$ cat src/hw/rtl/rmsd_pkg.sv
package rmsd_pkg;

  localparam int PANEL_COLUMNS = 32;
  localparam int SCAN_ROWS     = 16;

  localparam int PANEL_ROWS  = 2 * SCAN_ROWS;
  localparam int HALF_DEPTH  = SCAN_ROWS * PANEL_COLUMNS;
  localparam int FIRST_LATCH = PANEL_COLUMNS;
  localparam int LAST_PHASE  = 2 * PANEL_COLUMNS + 1;

  localparam int COL_W     = $clog2(PANEL_COLUMNS);
  localparam int ROW_W     = $clog2(SCAN_ROWS);
  localparam int PHASE_W   = $clog2(LAST_PHASE + 1);
  localparam int HADDR_W   = $clog2(HALF_DEPTH);
  localparam int PIX_ROW_W = 5;
  localparam int PIX_COL_W = 5;
  localparam int COLOUR_W  = 3;
  localparam int OUT_ROW_W = 4;

  typedef enum logic {
    CMD_WRITE = 1'b0,
    CMD_TICK  = 1'b1
  } rmsd_cmd_t;

  typedef struct packed {
    logic [OUT_ROW_W-1:0] row_address;
    logic                 show_pixel;
    logic                 shift_pulse;
    logic                 latch_pulse;
    logic                 frame_end;
  } rmsd_pins_t;

endpackage

$ cat src/hw/rtl/rmsd_scan_seq.sv
module rmsd_scan_seq import rmsd_pkg::*; (
  input  logic               clk,
  input  logic               rst_n,
  input  logic               step,
  output rmsd_pins_t         pins,
  output logic [HADDR_W-1:0] rd_addr
);

  logic [ROW_W-1:0]   scan_row_r;
  logic [ROW_W-1:0]   scan_row_nxt;
  logic [PHASE_W-1:0] row_phase_r;
  logic [PHASE_W-1:0] row_phase_nxt;
  logic               last_phase;
  logic               last_row;

  assign last_phase = (row_phase_r == PHASE_W'(LAST_PHASE));
  assign last_row   = (scan_row_r == ROW_W'(SCAN_ROWS - 1));

  always_comb begin
    pins.row_address = OUT_ROW_W'(scan_row_r);
    pins.show_pixel  = (row_phase_r < PHASE_W'(FIRST_LATCH));
    pins.latch_pulse = (row_phase_r == PHASE_W'(FIRST_LATCH)) || last_phase;
    pins.shift_pulse = !pins.latch_pulse;
    pins.frame_end   = last_phase && last_row;
  end

  assign rd_addr = HADDR_W'(32'(scan_row_r) * PANEL_COLUMNS
                            + 32'(row_phase_r[COL_W-1:0]));

  always_comb begin
    scan_row_nxt  = scan_row_r;
    row_phase_nxt = row_phase_r;
    if (step) begin
      if (last_phase) begin
        row_phase_nxt = '0;
        scan_row_nxt  = last_row ? '0 : scan_row_r + 1'b1;
      end else begin
        row_phase_nxt = row_phase_r + 1'b1;
      end
    end
  end

  always_ff @(posedge clk) begin
    if (!rst_n) begin
      scan_row_r  <= '0;
      row_phase_r <= '0;
    end else begin
      scan_row_r  <= scan_row_nxt;
      row_phase_r <= row_phase_nxt;
    end
  end

  a_phase_range: assert property (@(posedge clk) disable iff (!rst_n)
    row_phase_r <= PHASE_W'(LAST_PHASE) && scan_row_r <= ROW_W'(SCAN_ROWS - 1))
    else $error("scan position out of range");

  a_frame_wrap: assert property (@(posedge clk) disable iff (!rst_n)
    step && pins.frame_end |=> scan_row_r == '0 && row_phase_r == '0)
    else $error("frame end did not wrap the scan");

endmodule

$ cat src/hw/rtl/rmsd_frame_store.sv
module rmsd_frame_store import rmsd_pkg::*; (
  input  logic                 clk,
  input  logic                 rst_n,
  input  logic                 wr_en,
  input  logic [PIX_ROW_W-1:0] wr_row,
  input  logic [PIX_COL_W-1:0] wr_col,
  input  logic [COLOUR_W-1:0]  wr_colour,
  input  logic                 rd_en,
  input  logic [HADDR_W-1:0]   rd_addr,
  output logic [COLOUR_W-1:0]  upper_q,
  output logic [COLOUR_W-1:0]  lower_q,
  output logic                 busy
);

  logic [COLOUR_W-1:0]  upper_mem [HALF_DEPTH];
  logic [COLOUR_W-1:0]  lower_mem [HALF_DEPTH];
  logic [COLOUR_W-1:0]  upper_q_r;
  logic [COLOUR_W-1:0]  lower_q_r;
  logic                 busy_r;
  logic [HADDR_W-1:0]   clr_idx_r;
  logic                 in_range;
  logic                 to_lower;
  logic [PIX_ROW_W-1:0] half_row;
  logic [HADDR_W-1:0]   pix_addr;
  logic                 we_upper;
  logic                 we_lower;
  logic [HADDR_W-1:0]   wa;
  logic [COLOUR_W-1:0]  wd;

  assign in_range = (32'(wr_row) < PANEL_ROWS) && (32'(wr_col) < PANEL_COLUMNS);
  assign to_lower = (32'(wr_row) >= SCAN_ROWS);
  assign half_row = to_lower ? PIX_ROW_W'(32'(wr_row) - SCAN_ROWS) : wr_row;
  assign pix_addr = HADDR_W'(32'(half_row) * PANEL_COLUMNS + 32'(wr_col));

  always_comb begin
    if (busy_r) begin
      we_upper = 1'b1;
      we_lower = 1'b1;
      wa       = clr_idx_r;
      wd       = '0;
    end else begin
      we_upper = wr_en && in_range && !to_lower;
      we_lower = wr_en && in_range && to_lower;
      wa       = pix_addr;
      wd       = wr_colour;
    end
  end

  always_ff @(posedge clk) begin
    if (!rst_n) begin
      busy_r    <= 1'b1;
      clr_idx_r <= '0;
    end else if (busy_r) begin
      clr_idx_r <= clr_idx_r + 1'b1;
      if (clr_idx_r == HADDR_W'(HALF_DEPTH - 1)) begin
        busy_r <= 1'b0;
      end
    end
  end

  always_ff @(posedge clk) begin
    if (we_upper) begin
      upper_mem[wa] <= wd;
    end
    if (we_lower) begin
      lower_mem[wa] <= wd;
    end
    if (rd_en) begin
      upper_q_r <= upper_mem[rd_addr];
      lower_q_r <= lower_mem[rd_addr];
    end
  end

  assign upper_q = upper_q_r;
  assign lower_q = lower_q_r;
  assign busy    = busy_r;

  a_no_access_while_clearing: assert property (@(posedge clk) disable iff (!rst_n)
    busy_r |-> !wr_en && !rd_en)
    else $error("frame store accessed during clearing pass");

endmodule

$ cat src/hw/rtl/rgb_matrix_scan_driver_unit.sv
// A tick item is registered in the input stage, then in the output register with its frame store read.
// Throughput: one item per cycle while in_stall is low; pixel writes and ticks mix freely and writes give no result.
// The output register holds a stalled result while a new item is still taken in.
// Reset is synchronous and active low; afterwards the frame store is cleared to black,
// one entry of each half a cycle over its 512 entries, and in_stall stays high until done.
module rgb_matrix_scan_driver_unit import rmsd_pkg::*; (
  input  logic                 clk,
  input  logic                 rst_n,
  input  logic                 in_valid,
  output logic                 in_stall,
  input  logic                 in_cmd,
  input  logic [PIX_ROW_W-1:0] in_pixel_row,
  input  logic [PIX_COL_W-1:0] in_pixel_column,
  input  logic [COLOUR_W-1:0]  in_pixel_colour,
  output logic                 out_valid,
  input  logic                 out_stall,
  output logic [OUT_ROW_W-1:0] out_row_address,
  output logic [COLOUR_W-1:0]  out_upper_rgb,
  output logic [COLOUR_W-1:0]  out_lower_rgb,
  output logic                 out_shift_pulse,
  output logic                 out_latch_pulse,
  output logic                 out_frame_end
);

  logic                 s1_valid_r;
  logic                 s1_valid_nxt;
  rmsd_cmd_t            s1_cmd_r;
  logic [PIX_ROW_W-1:0] s1_row_r;
  logic [PIX_COL_W-1:0] s1_col_r;
  logic [COLOUR_W-1:0]  s1_colour_r;
  logic                 s2_valid_r;
  rmsd_pins_t           s2_pins_r;
  logic                 s2_free;
  logic                 s1_go;
  logic                 tick_go;
  logic                 write_go;
  logic                 in_take;
  logic                 busy;
  rmsd_pins_t           pins;
  logic [HADDR_W-1:0]   rd_addr;
  logic [COLOUR_W-1:0]  upper_q;
  logic [COLOUR_W-1:0]  lower_q;

  assign s2_free  = !s2_valid_r || !out_stall;
  assign s1_go    = s1_valid_r && (s1_cmd_r == CMD_WRITE || s2_free);
  assign tick_go  = s1_go && s1_cmd_r == CMD_TICK;
  assign write_go = s1_go && s1_cmd_r == CMD_WRITE;
  assign in_stall = busy || (s1_valid_r && !s1_go);
  assign in_take  = in_valid && !in_stall;

  always_comb begin
    s1_valid_nxt = s1_valid_r;
    if (in_take) begin
      s1_valid_nxt = 1'b1;
    end else if (s1_go) begin
      s1_valid_nxt = 1'b0;
    end
  end

  always_ff @(posedge clk) begin
    if (!rst_n) begin
      s1_valid_r <= 1'b0;
      s2_valid_r <= 1'b0;
    end else begin
      s1_valid_r <= s1_valid_nxt;
      if (s2_free) begin
        s2_valid_r <= tick_go;
      end
    end
  end

  always_ff @(posedge clk) begin
    if (in_take) begin
      s1_cmd_r    <= rmsd_cmd_t'(in_cmd);
      s1_row_r    <= in_pixel_row;
      s1_col_r    <= in_pixel_column;
      s1_colour_r <= in_pixel_colour;
    end
    if (tick_go) begin
      s2_pins_r <= pins;
    end
  end

  rmsd_scan_seq u_scan_seq (
    .clk     (clk),
    .rst_n   (rst_n),
    .step    (tick_go),
    .pins    (pins),
    .rd_addr (rd_addr)
  );

  rmsd_frame_store u_frame_store (
    .clk       (clk),
    .rst_n     (rst_n),
    .wr_en     (write_go),
    .wr_row    (s1_row_r),
    .wr_col    (s1_col_r),
    .wr_colour (s1_colour_r),
    .rd_en     (tick_go),
    .rd_addr   (rd_addr),
    .upper_q   (upper_q),
    .lower_q   (lower_q),
    .busy      (busy)
  );

  assign out_valid       = s2_valid_r;
  assign out_row_address = s2_pins_r.row_address;
  assign out_upper_rgb   = s2_pins_r.show_pixel ? upper_q : '0;
  assign out_lower_rgb   = s2_pins_r.show_pixel ? lower_q : '0;
  assign out_shift_pulse = s2_pins_r.shift_pulse;
  assign out_latch_pulse = s2_pins_r.latch_pulse;
  assign out_frame_end   = s2_pins_r.frame_end;

  a_no_take_while_clearing: assert property (@(posedge clk) disable iff (!rst_n)
    busy |-> in_stall && !s1_valid_r && !s2_valid_r)
    else $error("pipeline active during clearing pass");

endmodule
$ cat config.mk
export PLATFORM = sky130hd
export DESIGN_NAME = rgb_matrix_scan_driver_unit
export DESIGN_NICKNAME = d
export VERILOG_FILES = /design/src/hw/rtl/rmsd_pkg.sv /design/src/hw/rtl/rmsd_scan_seq.sv /design/src/hw/rtl/rmsd_frame_store.sv /design/src/hw/rtl/rgb_matrix_scan_driver_unit.sv
export SDC_FILE = /design/constraint.sdc
export NUM_CORES = 2
export LEC_CHECK = 0
export BUFFER_PORTS_ARGS = -buffer_cell sky130_fd_sc_hd__buf_2
export CAP_MARGIN = 40
export CORE_MARGIN = 3
export CORE_UTILIZATION = 30
export DETAILED_ROUTE_END_ITERATION = 10
export MAX_ROUTING_LAYER = met4
export PLACE_DENSITY = 0.5
export SLEW_MARGIN = 15
export SYNTH_ARGS = -nofsm -noshare
export SYNTH_HDL_FRONTEND = slang
export SYNTH_SLANG_ARGS = --single-unit
$ cat constraint.sdc
create_clock -name clk -period 95.5 [get_ports clk]
set_clock_uncertainty 0.1 [all_clocks]
set_input_delay 9.55 -clock clk [delete_from_list [all_inputs] [get_ports clk]]
set_output_delay 9.55 -clock clk [all_outputs]
set_load 0.005 [all_outputs]
==> impl_metrics.env <==
export IMPL_outcome="finished, final reports clean"
export IMPL_nNetsFinal=6899
export IMPL_p_leak_uw=0.04018
export IMPL_core_mm2=0.4114
export IMPL_path_max_fanout=2
export IMPL_min_period_ps=19800
export IMPL_clockRootBuffer="clkbuf_16"
export IMPL_numPortBuffers=32
export IMPL_die_x_um=650.2
export IMPL_cts_hold_buffers=0
export IMPL_cts_tree="done"
export IMPL_cts_path_max_buffers=4
export IMPL_synth_area_per_cell_um2=18.46
export IMPL_rows=235
export IMPL_final_setup_tns_ps=0
export IMPL_clk_pin_slew_worst_paths_ps=60
export IMPL_fin_cells=12590
export IMPL_netlist_instances=6744
export IMPL_worstPathCellList="buf_2 > nand2_1 > nor2_1 > nor2_1 > inv_1 > buf_2"
export IMPL_async_reset_ff_share_pct=0
export IMPL_slew_viol_final=0
export IMPL_grt_pass1_wl_mm=538.9
export IMPL_synth_distinct_cells=73
export IMPL_die_h_um=650.2
export IMPL_synth_warnings=0
export IMPL_setup_worst_path_start="out_stall"
export IMPL_numCtsBuffers=325
export IMPL_synth_edf_count=3100
export IMPL_synth_main_ff_cell="edfxtp_1"
export IMPL_vias=66560
export IMPL_slew_headroom_pct=22.70
export IMPL_hold_violations=0
export IMPL_grt_max_degree=210
export IMPL_tightest_slew_ps=1159
export IMPL_worstPathRequired_ps=85850
export IMPL_post_cts_setup_buffers=0
export IMPL_grt_usage_pct=18.27
export IMPL_start_util_pct=30.26
export IMPL_cts_resized=0
export IMPL_hold_path_startpoint="u_scan_seq.row_phase_r[6]$_SDFFE_PN0P_"
export IMPL_crit_path_max_incr_delay_ps=160
export IMPL_rsz0062_at_grt="false"
export IMPL_first_pass_iters=6
export IMPL_synthesis_nets=6768
export IMPL_fmax_ghz=0.05050
export IMPL_cts_sinks=3123
export IMPL_arrival_ps=10150
export IMPL_ff2ff_path_depth=13
export IMPL_grt_ovfl_total=0
export IMPL_holdPathStages=2
export IMPL_hp_class="register to register"
export IMPL_gp_congestion=0.8230
export IMPL_setup_viol=0
export IMPL_drc_errors=0
export IMPL_dpl_cell_count=11990
export IMPL_cp_top_family="simple AND/OR/NAND/NOR gates"
export IMPL_ant_nets=0
export IMPL_worstPathBufferInverterCount=3
export IMPL_pwr_density_cell_mw_per_mm2=19.41
export IMPL_ir_worst_vdd_mv=0.01333
export IMPL_antenna_found_initial=20
export IMPL_cp_start_kind="input port"
export IMPL_whs_ps=418.3
export IMPL_drtIter0Drc=7629
export IMPL_cp_depth=6
export IMPL_cp_end_kind="output port"
export IMPL_vias_per_cell=5.288
export IMPL_dp_hpwl_mm=229.5
export IMPL_timing_final_crit_share_pct=20.73
export IMPL_final_layout_size_suffix_gt1_share_pct=20.59
export IMPL_slowest_stage="nor2_1"
export IMPL_syn_area_mm2=0.1245
export IMPL_r2r_start="u_scan_seq.row_phase_r[1]$_SDFFE_PN0P_"
export IMPL_grt_pass1_vias=68540
export IMPL_die_area_mm2=0.4227
export IMPL_ys_ff_latch=3123
export IMPL_crit_type="input port to output port"
export IMPL_htreeDepth=5
export IMPL_io_pins=33
export IMPL_wl_per_cell_um=30.51
export IMPL_fillers=38390
export IMPL_synthToLayoutAreaGrowth_pct=14.63
export IMPL_routed_wl_mm=384.0
export IMPL_clk_latency_ps=940
export IMPL_ys_seq_area_share_pct=75.15
export IMPL_cap_violations=0
==> metal layers <==
metal | routed length (um) | GRT usage (%) | up-vias
met5 | 0 | - | -
met2 | 186000 | 29.35 | 2756
met1 | 159900 | 24.02 | 35850
met3 | 26650 | 3.012 | 575
li1 | - | - | 27380
met4 | 11450 | 5.038 | 0
==> state kept, by name, indices dropped and copies added (netlist names) <==
signal,count
s1_row_r,5
s1_col_r,5
u_frame_store.upper_q,3
out_valid,1
u_scan_seq.row_phase_r,7
out_row_address,4
out_frame_end,1
out_latch_pulse,1
s1_valid_r,1
s1_cmd_r,1
out_shift_pulse,1
s1_colour_r,3
u_frame_store.upper_mem,1536
u_frame_store.lower_q,3
u_frame_store.lower_mem,1536
u_scan_seq.scan_row_r,4
u_frame_store.clr_idx_r,9
s2_pins_r,1
u_frame_store.busy,1
==> Yosys cell counts, drive strengths merged (5+ instances only) <==
master,count,share of area (%)
a31oi,14,0.070
a21boi,7,0.042
a221o,6,0.048
or3,8,0.040
nor3,15,0.060
clkbuf,217,0.65
nand3b,9,0.057
a32o,7,0.056
or3b,7,0.049
o21ai,62,0.25
a2111oi,20,0.15
a21oi,132,0.53
xnor2,9,0.063
o211ai,12,0.072
a221oi,33,0.23
nor2b,22,0.11
o32ai,8,0.056
and2,15,0.075
a22oi,108,0.65
a211oi,37,0.22
mux2i,356,2.9
nand4,8,0.040
o22ai,52,0.26
a211o,8,0.056
o21a,5,0.030
dfxtp,23,0.37
mux4,612,11
a22o,32,0.23
mux2,18,0.16
buf,290,1.5
nand3,36,0.14
nor2,1089,3.3
edfxtp,3100,75
a32oi,5,0.035
inv,24,0.072
nand2b,6,0.030
o221ai,97,0.68
ha,6,0.060
nor4,6,0.030
nand2,187,0.56
==> path summary, 6_finish.rpt <==
kind | endpoint | slack, ps
worst max-delay path | in_stall | 75700
worst min-delay path | u_scan_seq.row_phase_r[6]$_SDFFE_PN0P_ | 420
worst max register to register | u_frame_store.lower_q[1]$_DFFE_PP_ | 87730
worst min register to register | u_scan_seq.row_phase_r[6]$_SDFFE_PN0P_ | 420
==> per-stage QoR <==
step / util [%] / total power, uW / worst slack, ps / area, um^2
floorplan: - / 1520 / 64580 / 124500
global placement: 31.78 / 1533 / 75500 / 130700
detailed placement: 32.08 / 1535 / 75680 / 132000
CTS: 34.62 / 2794 / 75670 / 142400
global route: 34.69 / 2849 / 75600 / 142700
finish: 34.69 / 2770 / 75700 / 142700
==> placed cells by master, fill, tap and decap left out, types with 19 or more instances in the layout <==
cell type	synthesis	final
edfxtp_1	3100	3100
nor2_1	1087	1081
mux4_2	612	612
mux2i_1	356	356
clkbuf_16	0	331
buf_4	85	193
nand2_1	187	150
a21oi_1	132	131
a22oi_1	108	108
o221ai_1	97	97
clkinv_1	1	72
clkbuf_1	217	60
o21ai_0	54	54
o22ai_1	52	52
buf_2	88	43
clkinv_2	0	42
buf_16	0	39
a211oi_1	37	37
nand2_2	0	37
nand3_1	36	35
a221oi_1	33	33
bufinv_16	0	33
a22o_1	32	32
buf_12	0	24
inv_1	22	19
==> where the power goes <==
part	internal (uW)	switching [uW]	total [uW]	leakage, uW
Clock	730	535	1260	0.00507
Sequential	1480	0.358	1480	0.0268
Combinational	4.30	17.3	21.6	0.00830
==> tightest hold or removal path, delay by kind of cell, from the launching register on <==
family          cells  cell delay, ps
flops               1             330
compound gates      2             140
==> cells by family after synthesis <==
logic type / after synthesis / share of synthesized area [%]
DFF: 3123 / 75.15
adders and majority gates: 6 / 0.06030
buffers and inverters: 532 / 2.229
muxes: 986 / 14.10
xor gates and xnor gates: 9 / 0.06332
and+or+nand+nor: 1413 / 4.520
AOI/OAI and AO/OA: 675 / 3.885
==> layout make-up <==
cell class,count,area (um^2),share of cell area (%)
multi-input combinational,3089,28380,19.89
sequential,3123,93570,65.57
timing repair buffer,311,3362,2.356
inverter,25,102.6,0.07190
clock inverter,183,1854,1.299
clock buffer,397,8591,6.020
antenna,9,22.52,0.01578
tap,5451,6820,4.779
Note: power is estimated with default switching activity, not from simulation.
